### src/hw/rtl/ncm_pkg.sv
// Shared types, constants and codes for the neighbour arrival-count node.
package ncm_pkg;

    // Default structural widths
    localparam int COORD_WIDTH_DEF = 16;
    localparam int COUNT_WIDTH_DEF = 8;

    // Fixed field widths
    localparam int PEER_COUNT_W = 8;
    localparam int OUT_COUNT_W  = 8;
    localparam int TOTAL_W      = 8;
    localparam int RADIUS_W     = 34;
    localparam int TIMER_W      = 16;
    localparam int CFG_IDX_W    = 2;
    localparam int CFG_DATA_W   = RADIUS_W;
    localparam int M_DATA_W     = 16;

    // Configuration reset values
    localparam logic [TOTAL_W-1:0]  TOTAL_NODES_RST     = TOTAL_W'(8);
    localparam logic [RADIUS_W-1:0] RADIUS_SQUARED_RST  = RADIUS_W'(25600);
    localparam logic [TIMER_W-1:0]  WAIT_TICKS_RST      = TIMER_W'(200);
    localparam logic [TIMER_W-1:0]  HEARTBEAT_TICKS_RST = TIMER_W'(50);

    typedef enum logic [1:0] {
        OP_REACHED = 2'd0,
        OP_LEFT    = 2'd1,
        OP_TICK    = 2'd2,
        OP_PEER    = 2'd3
    } op_t;

    typedef enum logic [CFG_IDX_W-1:0] {
        CFG_TOTAL_NODES     = 2'd0,
        CFG_RADIUS_SQUARED  = 2'd1,
        CFG_WAIT_TICKS      = 2'd2,
        CFG_HEARTBEAT_TICKS = 2'd3
    } cfg_idx_t;

    // Event after the range check, handed to the node state logic
    typedef struct packed {
        op_t                     op;
        logic [PEER_COUNT_W-1:0] peer_count;
        logic                    in_range;
    } dist_item_t;

    // Configuration seen by the node state logic
    typedef struct packed {
        logic [TOTAL_W-1:0] total_nodes;
        logic [TIMER_W-1:0] wait_ticks;
        logic [TIMER_W-1:0] heartbeat_ticks;
    } node_cfg_t;

    // Result word, send_request in the lowest bit
    typedef struct packed {
        logic                   misuse;
        logic                   count_conflict;
        logic [1:0]             mode;
        logic                   all_arrived;
        logic [OUT_COUNT_W-1:0] arrived_count;
        logic                   send_request;
    } node_result_t;

endpackage

### src/hw/rtl/ncm_dist.sv
// Three-stage pipeline: input register, squared axis distances, radius check.
module ncm_dist #(
    parameter int COORD_WIDTH = ncm_pkg::COORD_WIDTH_DEF
) (
    input  logic                                  clk,
    input  logic                                  rst_n,
    input  logic                                  in_valid,
    output logic                                  in_ready,
    input  ncm_pkg::op_t                          in_op,
    input  logic [2:0][COORD_WIDTH-1:0]           own_pos,
    input  logic [2:0][COORD_WIDTH-1:0]           peer_pos,
    input  logic [ncm_pkg::PEER_COUNT_W-1:0]      peer_count,
    input  logic [ncm_pkg::RADIUS_W-1:0]          radius_squared,
    output logic                                  out_valid,
    input  logic                                  out_ready,
    output ncm_pkg::dist_item_t                   out_item
);

    localparam int DIFF_W = COORD_WIDTH + 1;
    localparam int SQ_W   = 2 * DIFF_W;
    localparam int SUM_W  = SQ_W + 2;
    localparam int CMP_W  = (SUM_W > ncm_pkg::RADIUS_W) ? SUM_W : ncm_pkg::RADIUS_W;

    logic [2:0] valid_reg;
    logic [2:0] en;

    // stage 0: input register
    ncm_pkg::op_t                     op0_reg;
    logic [ncm_pkg::PEER_COUNT_W-1:0] pc0_reg;
    logic [2:0][COORD_WIDTH-1:0]      own0_reg;
    logic [2:0][COORD_WIDTH-1:0]      peer0_reg;

    // stage 1: squares
    ncm_pkg::op_t                     op1_reg;
    logic [ncm_pkg::PEER_COUNT_W-1:0] pc1_reg;
    logic [2:0][SQ_W-1:0]             sq1_reg;
    logic [2:0][SQ_W-1:0]             sq1_next;

    // stage 2: range flag
    ncm_pkg::dist_item_t item2_reg;
    ncm_pkg::dist_item_t item2_next;

    logic signed [DIFF_W-1:0] diff [3];
    logic        [DIFF_W-1:0] mag  [3];
    logic        [SUM_W-1:0]  dist_sum;

    // stall chain, bubbles collapse
    assign en[2]    = !valid_reg[2] || out_ready;
    assign en[1]    = !valid_reg[1] || en[2];
    assign en[0]    = !valid_reg[0] || en[1];
    assign in_ready = en[0];

    always_comb
    begin
        for (int a = 0; a < 3; a++)
        begin
            diff[a] = DIFF_W'($signed(peer0_reg[a])) - DIFF_W'($signed(own0_reg[a]));
            mag[a]  = diff[a][DIFF_W-1] ? DIFF_W'(-diff[a]) : DIFF_W'(diff[a]);
            sq1_next[a] = SQ_W'(mag[a]) * SQ_W'(mag[a]);
        end
    end

    always_comb
    begin
        dist_sum = SUM_W'(sq1_reg[0]) + SUM_W'(sq1_reg[1]) + SUM_W'(sq1_reg[2]);
        item2_next.op         = op1_reg;
        item2_next.peer_count = pc1_reg;
        // zero distance is the node's own message
        item2_next.in_range   = (dist_sum != '0)
                              && (CMP_W'(dist_sum) <= CMP_W'(radius_squared));
    end

    always_ff @(posedge clk or negedge rst_n)
    begin
        if (!rst_n)
        begin
            valid_reg <= '0;
        end
        else
        begin
            if (en[0]) valid_reg[0] <= in_valid;
            if (en[1]) valid_reg[1] <= valid_reg[0];
            if (en[2]) valid_reg[2] <= valid_reg[1];
        end
    end

    always_ff @(posedge clk)
    begin
        if (en[0])
        begin
            op0_reg   <= in_op;
            pc0_reg   <= peer_count;
            own0_reg  <= own_pos;
            peer0_reg <= peer_pos;
        end
        if (en[1])
        begin
            op1_reg <= op0_reg;
            pc1_reg <= pc0_reg;
            sq1_reg <= sq1_next;
        end
        if (en[2])
        begin
            item2_reg <= item2_next;
        end
    end

    assign out_valid = valid_reg[2];
    assign out_item  = item2_reg;

    // a stalled input means every stage holds an item
    a_full_when_stalled: assert property (@(posedge clk) disable iff (!rst_n)
        !in_ready |-> (valid_reg == 3'b111))
        else $error("input stalled with an empty stage");

    // a held output keeps its item
    a_hold_range: assert property (@(posedge clk) disable iff (!rst_n)
        (valid_reg[2] && !out_ready) |=> (valid_reg[2] && $stable(item2_reg)))
        else $error("range stage changed while stalled");

endmodule

### src/hw/rtl/ncm_node.sv
// Node mode, count and timers, with the registered result.
module ncm_node #(
    parameter int COUNT_WIDTH = ncm_pkg::COUNT_WIDTH_DEF
) (
    input  logic                  clk,
    input  logic                  rst_n,
    input  logic                  in_valid,
    output logic                  in_ready,
    input  ncm_pkg::dist_item_t   in_item,
    input  ncm_pkg::node_cfg_t    cfg,
    output logic                  out_valid,
    input  logic                  out_ready,
    output ncm_pkg::node_result_t out_result
);

    localparam int EXT_W = (COUNT_WIDTH > ncm_pkg::OUT_COUNT_W) ? COUNT_WIDTH
                                                                 : ncm_pkg::OUT_COUNT_W;
    localparam logic [COUNT_WIDTH-1:0] COUNT_MAX = '1;

    typedef enum logic [1:0] {
        MODE_AWAY    = 2'd0,
        MODE_ARRIVED = 2'd1,
        MODE_BCAST   = 2'd2,
        MODE_LISTEN  = 2'd3
    } mode_t;

    mode_t                          mode_reg,       mode_next;
    logic [COUNT_WIDTH-1:0]         count_reg,      count_next;
    logic [ncm_pkg::TIMER_W-1:0]    wait_ctr_reg,   wait_ctr_next;
    logic                           wait_armed_reg, wait_armed_next;
    logic [ncm_pkg::TIMER_W-1:0]    beat_ctr_reg,   beat_ctr_next;
    logic                           res_valid_reg,  res_valid_next;
    ncm_pkg::node_result_t          res_reg,        res_next;

    logic                           take;
    logic                           started;
    logic [ncm_pkg::TIMER_W-1:0]    wait_inc;
    logic [ncm_pkg::TIMER_W-1:0]    beat_inc;
    logic [COUNT_WIDTH-1:0]         pc;
    logic [COUNT_WIDTH:0]           pc_inc;
    logic [COUNT_WIDTH:0]           merge_sum;
    logic [EXT_W-1:0]               count_ext;

    assign in_ready = !res_valid_reg || out_ready;
    assign take     = in_valid && in_ready;

    always_comb
    begin
        mode_next       = mode_reg;
        count_next      = count_reg;
        wait_ctr_next   = wait_ctr_reg;
        wait_armed_next = wait_armed_reg;
        beat_ctr_next   = beat_ctr_reg;
        res_next        = res_reg;
        res_valid_next  = res_valid_reg && !out_ready;
        started         = 1'b0;
        wait_inc        = wait_ctr_reg + 1'b1;
        beat_inc        = beat_ctr_reg + 1'b1;
        pc              = COUNT_WIDTH'(in_item.peer_count);
        pc_inc          = {1'b0, pc} + 1'b1;
        merge_sum       = {1'b0, count_reg} + {1'b0, pc};
        count_ext       = '0;

        if (take)
        begin
            // event flags start clear; a held result keeps its own
            res_next.send_request   = 1'b0;
            res_next.count_conflict = 1'b0;
            res_next.misuse         = 1'b0;

            case (in_item.op)
                ncm_pkg::OP_REACHED:
                begin
                    if (mode_reg == MODE_AWAY)
                    begin
                        mode_next       = MODE_ARRIVED;
                        wait_ctr_next   = '0;
                        wait_armed_next = 1'b1;
                    end
                end
                ncm_pkg::OP_LEFT:
                begin
                    res_next.misuse = (mode_reg == MODE_ARRIVED) || (mode_reg == MODE_BCAST);
                    mode_next       = MODE_AWAY;
                    wait_armed_next = 1'b0;
                end
                ncm_pkg::OP_TICK:
                begin
                    if (wait_armed_reg)
                    begin
                        wait_ctr_next = wait_inc;
                        // counter wrap counts as expiry too
                        if (wait_inc >= cfg.wait_ticks || wait_inc == '0)
                        begin
                            wait_armed_next = 1'b0;
                            if (mode_reg == MODE_ARRIVED)
                            begin
                                count_next            = COUNT_WIDTH'(1);
                                mode_next             = MODE_BCAST;
                                beat_ctr_next         = '0;
                                res_next.send_request = 1'b1;
                                started               = 1'b1;
                            end
                        end
                    end
                    if (!started && mode_reg == MODE_BCAST)
                    begin
                        beat_ctr_next = beat_inc;
                        if (beat_inc >= cfg.heartbeat_ticks || beat_inc == '0)
                        begin
                            beat_ctr_next         = '0;
                            res_next.send_request = 1'b1;
                        end
                    end
                end
                ncm_pkg::OP_PEER:
                begin
                    if (in_item.in_range)
                    begin
                        case (mode_reg)
                            MODE_ARRIVED:
                            begin
                                count_next = pc_inc[COUNT_WIDTH] ? COUNT_MAX
                                                                 : pc_inc[COUNT_WIDTH-1:0];
                                mode_next             = MODE_BCAST;
                                beat_ctr_next         = '0;
                                res_next.send_request = 1'b1;
                            end
                            MODE_BCAST:
                            begin
                                if (pc < count_reg)
                                begin
                                    count_next = merge_sum[COUNT_WIDTH] ? COUNT_MAX
                                                 : merge_sum[COUNT_WIDTH-1:0];
                                end
                                else if (pc > count_reg)
                                begin
                                    count_next = pc;
                                    mode_next  = MODE_LISTEN;
                                end
                                else
                                begin
                                    res_next.count_conflict = 1'b1;
                                end
                            end
                            MODE_LISTEN:
                            begin
                                if (pc > count_reg)
                                begin
                                    count_next = pc;
                                end
                            end
                            default:
                            begin
                                // away: peer messages are ignored
                            end
                        endcase
                    end
                end
                default:
                begin
                end
            endcase

            count_ext              = EXT_W'(count_next);
            res_next.arrived_count = (count_ext > EXT_W'({ncm_pkg::OUT_COUNT_W{1'b1}}))
                                   ? {ncm_pkg::OUT_COUNT_W{1'b1}}
                                   : count_ext[ncm_pkg::OUT_COUNT_W-1:0];
            res_next.all_arrived   = count_ext >= EXT_W'(cfg.total_nodes);
            res_next.mode          = mode_next;
            res_valid_next         = 1'b1;
        end
    end

    always_ff @(posedge clk or negedge rst_n)
    begin
        if (!rst_n)
        begin
            mode_reg       <= MODE_AWAY;
            count_reg      <= '0;
            wait_ctr_reg   <= '0;
            wait_armed_reg <= 1'b0;
            beat_ctr_reg   <= '0;
            res_valid_reg  <= 1'b0;
        end
        else
        begin
            mode_reg       <= mode_next;
            count_reg      <= count_next;
            wait_ctr_reg   <= wait_ctr_next;
            wait_armed_reg <= wait_armed_next;
            beat_ctr_reg   <= beat_ctr_next;
            res_valid_reg  <= res_valid_next;
        end
    end

    always_ff @(posedge clk)
    begin
        res_reg <= res_next;
    end

    assign out_valid  = res_valid_reg;
    assign out_result = res_reg;

    a_away_disarmed: assert property (@(posedge clk) disable iff (!rst_n)
        (mode_reg == MODE_AWAY) |-> !wait_armed_reg)
        else $error("wait armed while away");

    a_send_in_bcast: assert property (@(posedge clk) disable iff (!rst_n)
        (res_valid_reg && res_reg.send_request) |-> (res_reg.mode == MODE_BCAST))
        else $error("send request outside broadcasting");

    a_conflict_in_bcast: assert property (@(posedge clk) disable iff (!rst_n)
        (res_valid_reg && res_reg.count_conflict) |-> (res_reg.mode == MODE_BCAST))
        else $error("count conflict outside broadcasting");

    a_misuse_away: assert property (@(posedge clk) disable iff (!rst_n)
        (res_valid_reg && res_reg.misuse) |-> (res_reg.mode == MODE_AWAY))
        else $error("misuse flagged without leaving");

endmodule

### src/hw/rtl/neighbour_count_merge_protocol.sv
// Top level of the neighbour arrival-count node: ports, config registers, pipeline.
//
// A result shows on m_* once its input transfer has passed the input register,
//   squared-distance multipliers, radius compare and node state register.
// Throughput: one item per cycle; a stalled m_tready backs up through the
//   four registered stages, each of which keeps accepting while a slot is free.
// Reset (rst_n, async active low): pipeline emptied, node away with count zero
//   and timers cleared, configuration back to its defaults (8, 25600, 200, 50).
module neighbour_count_merge_protocol #(
    parameter int COORD_WIDTH = ncm_pkg::COORD_WIDTH_DEF,
    parameter int COUNT_WIDTH = ncm_pkg::COUNT_WIDTH_DEF
) (
    input  logic                              clk,
    input  logic                              rst_n,

    // input stream
    input  logic                              s_tvalid,
    output logic                              s_tready,
    // tdata, low to high: own_x, own_y, own_z, peer_x, peer_y, peer_z, peer_count, zero pad
    input  logic [((6 * COORD_WIDTH + ncm_pkg::PEER_COUNT_W + 7) / 8) * 8 - 1:0] s_tdata,
    // tuser: operation
    input  logic [1:0]                        s_tuser,

    // result stream
    output logic                              m_tvalid,
    input  logic                              m_tready,
    // tdata, low to high: send_request, arrived_count, all_arrived, mode,
    // count_conflict, misuse, zero pad
    output logic [ncm_pkg::M_DATA_W-1:0]      m_tdata,

    // configuration write channel
    input  logic                              cfg_valid,
    output logic                              cfg_ready,
    input  logic [ncm_pkg::CFG_IDX_W-1:0]     cfg_index,
    input  logic [ncm_pkg::CFG_DATA_W-1:0]    cfg_data
);

    localparam int RES_W      = $bits(ncm_pkg::node_result_t);

    // configuration registers
    logic [ncm_pkg::TOTAL_W-1:0]  total_nodes_reg;
    logic [ncm_pkg::RADIUS_W-1:0] radius_squared_reg;
    logic [ncm_pkg::TIMER_W-1:0]  wait_ticks_reg;
    logic [ncm_pkg::TIMER_W-1:0]  heartbeat_ticks_reg;

    logic [2:0][COORD_WIDTH-1:0]  own_pos;
    logic [2:0][COORD_WIDTH-1:0]  peer_pos;
    logic [ncm_pkg::PEER_COUNT_W-1:0] peer_count;

    logic                         dist_valid;
    logic                         dist_ready;
    ncm_pkg::dist_item_t          dist_item;
    ncm_pkg::node_cfg_t           node_cfg;
    ncm_pkg::node_result_t        result;

    // Config is written only while idle, so a write is always taken. It is not enforced.
    assign cfg_ready = 1'b1;

    always_ff @(posedge clk or negedge rst_n)
    begin
        if (!rst_n)
        begin
            total_nodes_reg     <= ncm_pkg::TOTAL_NODES_RST;
            radius_squared_reg  <= ncm_pkg::RADIUS_SQUARED_RST;
            wait_ticks_reg      <= ncm_pkg::WAIT_TICKS_RST;
            heartbeat_ticks_reg <= ncm_pkg::HEARTBEAT_TICKS_RST;
        end
        else if (cfg_valid && cfg_ready)
        begin
            case (ncm_pkg::cfg_idx_t'(cfg_index))
                ncm_pkg::CFG_TOTAL_NODES:
                    total_nodes_reg <= cfg_data[ncm_pkg::TOTAL_W-1:0];
                ncm_pkg::CFG_RADIUS_SQUARED:
                    radius_squared_reg <= cfg_data[ncm_pkg::RADIUS_W-1:0];
                ncm_pkg::CFG_WAIT_TICKS:
                    wait_ticks_reg <= cfg_data[ncm_pkg::TIMER_W-1:0];
                ncm_pkg::CFG_HEARTBEAT_TICKS:
                    heartbeat_ticks_reg <= cfg_data[ncm_pkg::TIMER_W-1:0];
                default:
                begin
                end
            endcase
        end
    end

    // unpack the input transfer; axis 0 is x
    always_comb
    begin
        for (int a = 0; a < 3; a++)
        begin
            own_pos[a]  = s_tdata[a*COORD_WIDTH +: COORD_WIDTH];
            peer_pos[a] = s_tdata[(a+3)*COORD_WIDTH +: COORD_WIDTH];
        end
        peer_count = s_tdata[6*COORD_WIDTH +: ncm_pkg::PEER_COUNT_W];
    end

    assign node_cfg.total_nodes     = total_nodes_reg;
    assign node_cfg.wait_ticks      = wait_ticks_reg;
    assign node_cfg.heartbeat_ticks = heartbeat_ticks_reg;

    ncm_dist #(
        .COORD_WIDTH (COORD_WIDTH)
    ) u_dist (
        .clk            (clk),
        .rst_n          (rst_n),
        .in_valid       (s_tvalid),
        .in_ready       (s_tready),
        .in_op          (ncm_pkg::op_t'(s_tuser)),
        .own_pos        (own_pos),
        .peer_pos       (peer_pos),
        .peer_count     (peer_count),
        .radius_squared (radius_squared_reg),
        .out_valid      (dist_valid),
        .out_ready      (dist_ready),
        .out_item       (dist_item)
    );

    ncm_node #(
        .COUNT_WIDTH (COUNT_WIDTH)
    ) u_node (
        .clk        (clk),
        .rst_n      (rst_n),
        .in_valid   (dist_valid),
        .in_ready   (dist_ready),
        .in_item    (dist_item),
        .cfg        (node_cfg),
        .out_valid  (m_tvalid),
        .out_ready  (m_tready),
        .out_result (result)
    );

    assign m_tdata = ncm_pkg::M_DATA_W'(RES_W'(result));

endmodule

### config.mk
export PLATFORM = sky130hd
export DESIGN_NAME = neighbour_count_merge_protocol
export DESIGN_NICKNAME = d
export VERILOG_FILES = /design/src/hw/rtl/ncm_pkg.sv /design/src/hw/rtl/ncm_dist.sv /design/src/hw/rtl/ncm_node.sv /design/src/hw/rtl/neighbour_count_merge_protocol.sv
export SDC_FILE = /design/constraint.sdc
export NUM_CORES = 2
export LEC_CHECK = 0
export BUFFER_PORTS_ARGS = -buffer_cell sky130_fd_sc_hd__buf_2
export CORE_ASPECT_RATIO = 1.2
export CORE_MARGIN = 4
export CORE_UTILIZATION = 40
export DETAILED_ROUTE_END_ITERATION = 8
export SYNTH_ARGS = -nofsm -noshare
export SYNTH_HDL_FRONTEND = slang
export SYNTH_SLANG_ARGS = --single-unit
### constraint.sdc
create_clock -name clk -period 22.8 [get_ports clk]
set_input_delay 4.56 -clock clk [delete_from_list [all_inputs] [get_ports clk]]
set_output_delay 4.56 -clock clk [all_outputs]
set_load 0.01 [all_outputs]
## Word-level counts from Yosys, hierarchy flattened

Cells that the tools add are included.

- Word-level logic and storage cells: 156
- Output and inout bits: 19
- Input bits: 147
- Register bits: 364

- Order comparisons: 7
- $add $sub $neg: 12
- Equality and inequality tests: 14
- Reductions and logical operators: 34
- $mul: 3
- Mux-type cells: 48
- Bitwise operators: 3

Operators with widths:

| kind | number |
|---|---|
| $mux 16 | 8 |
| $mul 17x17->34 | 3 |
| $mux 8 | 9 |
| $pmux 16 s2 | 2 |
| $mux 17 | 3 |
| $neg 17->17 | 3 |
| $sub 16x16->17 | 3 |
| $add 36x34->36 | 1 |
| $le 36x34->1 | 1 |
| $reduce_bool 36->1 | 1 |
| $add 34x34->35 | 1 |
| $add 16x1->16 const B | 2 |
| $ge 16x16->1 | 2 |
| $logic_not 16->1 | 2 |
| $pmux 8 s3 | 1 |
| $pmux 8 s2 | 1 |
| $mux 2 | 7 |
| $mux 1 | 13 |
| $eq 2x2->1 const B | 6 |
| $add 8x1->9 const B | 1 |
| $add 8x8->9 | 1 |
| $ge 8x8->1 | 1 |
| $gt 8x8->1 | 1 |
| $gt 8x8->1 const B | 1 |
| 21 further kinds | 47 |

## Depth between registers and ports, before layout

- Depth in word-level cells: 11
- Gate-level depth with buffers: 42
- Gate-level depth less buffers: 40

## Modules after synthesis

Synthesis repeated with hierarchy kept, for this count alone.

- Cell total of the unflattened synthesis: 4804
- Area total of the unflattened synthesis: 46682.3 µm²

By module, submodules not included:

| module | times used | area an instance (µm²) | seq. area each (µm²) | cells an instance |
|---|---|---|---|---|
| ncm_dist | 1 | 38061.5 | 6861.6 | 3958 |
| ncm_node | 1 | 5784.3 | 1521.5 | 684 |
| neighbour_count_merge_protocol | 1 | 2836.5 | 1864.3 | 162 |

## Least setup slack after synthesis

No wires, ideal clock.

- Path kind: input to output
- Start point: in m_tready
- End point: out s_tready
- Data required time: 18.240 ns
- Path slack: 10.494 ns
- Path buffers: 0
- Stages on the path: 2
- Data arrival time: 7.746 ns
- Cell sequence: nor2b_1 -> nand4_1

- Cells in the longest elaborated chain, start to end: 4

RTL lines:

| what | RTL line | text |
|---|---|---|
| from (decl) | neighbour_count_merge_protocol.sv:26 | `input logic m_tready,` |
| $logic_or 1x1->1 | ncm_node.sv:44 | `assign in_ready = !res_valid_reg \|\| out_ready;` |
| $logic_or 1x1->1 | ncm_dist.sv:48 | `assign en[2] = !valid_reg[2] \|\| out_ready;` |
| $logic_or 1x1->1 | ncm_dist.sv:49 | `assign en[1] = !valid_reg[1] \|\| en[2];` |
| $logic_or 1x1->1 | ncm_dist.sv:50 | `assign en[0] = !valid_reg[0] \|\| en[1];` |
| to (decl) | neighbour_count_merge_protocol.sv:18 | `output logic s_tready,` |

No other way between the ends.

==> flow_summary_export.csv <==
group,metric,value,unit
clock_tree,cts_root_buffer,"clkbuf_16",
clock_tree,cts_resized,0,
timing,setup_tns,0,ns
setup_path,slowest_delay,0.72,ns
floorplanning,rows,135,
clock_tree,cts_buffer_depth,3,
clock_tree,clkSinkCount,361,
routing,drt-pass1-iter-count,5,
floorplanning,dieArea,0.120,mm2
clock_tree,path_clk_slew,0.06,ns
cells_and_area,final_nets,6215,
logic_synthesis,synthCells,4770,
place,dp.cells,6424,
cells_and_area,utilization,0.442,
global_route,grtUsageTotal,0.183,
clock_tree,postCtsSetupRepairBufs,0,
logic_synthesis,ys.flop_type,"edfxtp_1",
floorplanning,ioPinCount,166,
logic_synthesis,synth.avg_cell_area,9.60,um2
job,drv_cap,0,
timing,rsz0062_at_grt,"no",
logic_synthesis,synth_top_family_by_area,"adder cells",
floorplanning,core-area,0.113,mm2
setup_path,crit_path_end_kind,"flop",
routing,avgViaCountPerCell,5.06,
hold_path,hp-class,"flop to flop",
clock_tree,holdBufCountCts,0,
cells_and_area,instances_no_fill,6506,
timing,final.setup_skew,0.0465,ns
logic_synthesis,synth_compound_area_frac,0.108,
floorplanning,start_util,0.404,
hold_path,whs_path_depth,0,
global_route,grt_pass1_wl,176000,um
clock_tree,tritoncts,"done",
logic_synthesis,synth_edf_count,240,
logic_synthesis,synthArstFlopShare,0.335,
timing,finalCriticalPeriod,10.48,ns
clock_tree,htreeDepth,2,
logic_synthesis,synth_xor_area_frac,0.0535,
setup_path,crit_required,23.15,ns
timing,fmaxAchievable,0.0954,GHz
place,dp_hpwl,88100,um
logic_synthesis,synth-simple-area-share,0.108,
global_route,grt.overflow.total,0,
status,status,"finished, final reports clean",
place,numPortBuffers,162,
floorplanning,die_w,317,um
timing,hold_viol_final,0,
place,dp_slack,12.36,ns
setup_path,critical_path_class,"flop to flop",
global_route,grt_pass1_vias,34900,
logic_synthesis,ys_types,99,
cells_and_area,largest_reg_flops,99,
setup_path,critPathArrivalTime,10.83,ns
logic_synthesis,yosysTopAreaCellShare,0.252,
timing,fin_crit_sh,0.460,
place,place.gp.congestion,0.899,
setup_path,path_common_cell,"fa_1",
cells_and_area,drive_gt1_frac,0.0822,
timing,fin_ws,12.32,ns
logic_synthesis,synthMuxAreaShare,0.0192,
routing,drc_errors,0,
floorplanning,fp.dieH,379,um
setup_path,cp-start-kind,"flop",
routing,wl_per_cell,16.4,um
routing,num_vias,32900,
routing,wirelength,107000,um
cells_and_area,area_delta_synth_final,9.40,%
global_route,grt_antenna_before_repair,8,
logic_synthesis,synth-seq-cells,361,
clock_tree,clock_latency,0.62,ns
setup_path,crit-reg2reg-launch,"u_dist.peer0_reg[0]",
logic_synthesis,synth_area_leaders,"fa_1, edfxtp_1, ha_1, inv_1, dfrtp_1",
setup_path,r2r_setup_slack,12.32,ns
setup_path,r2r_end,"u_dist.sq1_reg[33]",
timing,drv_slew,0,
logic_synthesis,synth_area,0.0458,mm2
setup_path,rr_worst_depth,36,
timing,setup_violations,0,
logic_synthesis,synth_seq_area_share,0.224,
setup_path,slowest_stage,"xnor2_1",
logic_synthesis,synth_top_cell_by_area,"fa_1",
routing,drt.antenna.violating_nets,0,
hold_path,hold_start,"u_dist.pc1_reg[4]",
setup_path,critPathMaxFanout,11,
routing,drt_first_iter_violations,1558,
hold_path,min_delay_worst_endpoint,"u_dist.out_item[5]",
logic_synthesis,ys_warn_count,0,
logic_synthesis,synth_fa_ha_area_frac,0.397,
clock_tree,numCtsBuffers,43,
global_route,grt_max_degree,67,
timing,worst-slew-pin-transition,1.23,ns
timing,relSlewSlack,0.171,
==> area by class of cell <==
type | instances | area (um2)
clock buffers | 53 | 1160
well taps | 1507 | 1890
clock inverters | 27 | 354
flip-flops and latches | 361 | 10200
diodes | 2 | 5.00
inverters | 1021 | 3830
multi-input cells | 3335 | 31500
fillers | 11000 | 63200
repair buffers | 200 | 1100
==> critical path: cells and delay by family (launching register included) <==
| kind | cells | cell delay [ns] |
|---|---|---|
| AOI/OAI and AO/OA | 11 | 2.37 |
| muxes | 1 | 0.34 |
| and+or+nand+nor | 6 | 1.56 |
| xor gates and xnor gates | 2 | 0.87 |
| adders and majority gates | 9 | 3.85 |
| DFF | 1 | 0.36 |
| buffers and inverters | 7 | 0.88 |
==> placed cells by master (no fill, tap or decap), types with 79 or more instances in the layout <==
cell and n:
nor2_1 368, buf_2 161, o21ai_0 135, xnor2_1 195, nand2_1 349, ha_1 529
a21oi_1 214, edfxtp_1 240, fa_1 577, xor2_1 79, a21o_1 99, inv_1 1002
dfrtp_1 111
==> worst max path at each step <==
stage                                   start            endpoint  slack [ns]  cells past startpoint
after global routing      u_dist.peer0_reg[0]  u_dist.sq1_reg[33]       11.53                     36
after CTS                 u_dist.peer0_reg[0]  u_dist.sq1_reg[33]       12.34                     36
after detailed placement  u_dist.peer0_reg[0]  u_dist.sq1_reg[33]       12.36                     36
after floorplan                      m_tready            s_tready       10.49                      2
after global placement               m_tready            s_tready       12.38                      5
final                     u_dist.peer0_reg[0]  u_dist.sq1_reg[33]       12.32                     36
==> metal layers <==
layer | wire length (um) | up-vias | track usage
met5 | 0 | - | 0
li1 | - | 15900 | -
met4 | 3660 | 0 | 0.0588
met3 | 4000 | 192 | 0.0224
met1 | 43700 | 16300 | 0.219
met2 | 55600 | 595 | 0.339
==> Yosys cell counts, types with 59 or more instances <==
master / instances
a21oi_1: 214
a21o_1: 99
edfxtp_1: 240
o21ai_0: 135
ha_1: 529
xor2_1: 79
nor2_1: 368
clkbuf_1: 82
xnor2_1: 196
nand3_1: 59
nor3_1: 71
inv_1: 1002
mux2_2: 70
dfrtp_1: 111
fa_1: 577
nand2_1: 349
==> logic make-up (layout without fill, tap and decap cells) <==
kind of cell	Yosys count	after routing
other	2	40
DFF	361	361
buffers and inverters	1110	1301
adders and majority gates	1106	1106
muxes	79	79
xor gates and xnor gates	277	277
and+or+nand+nor	1082	1082
AOI/OAI and AO/OA	753	753
==> through the flow <==
step                      cell area [um2]  hold slack (ns)
after floorplan                     45900            0.400
after CTS                           50100            0.418
after global routing                50100            0.427
after global placement              48600            0.401
final                               50100            0.418
after detailed placement            48600            0.405
Power is not shown: default switching activity piles up to over one toggle a cycle in this logic, so the estimate is an artifact.
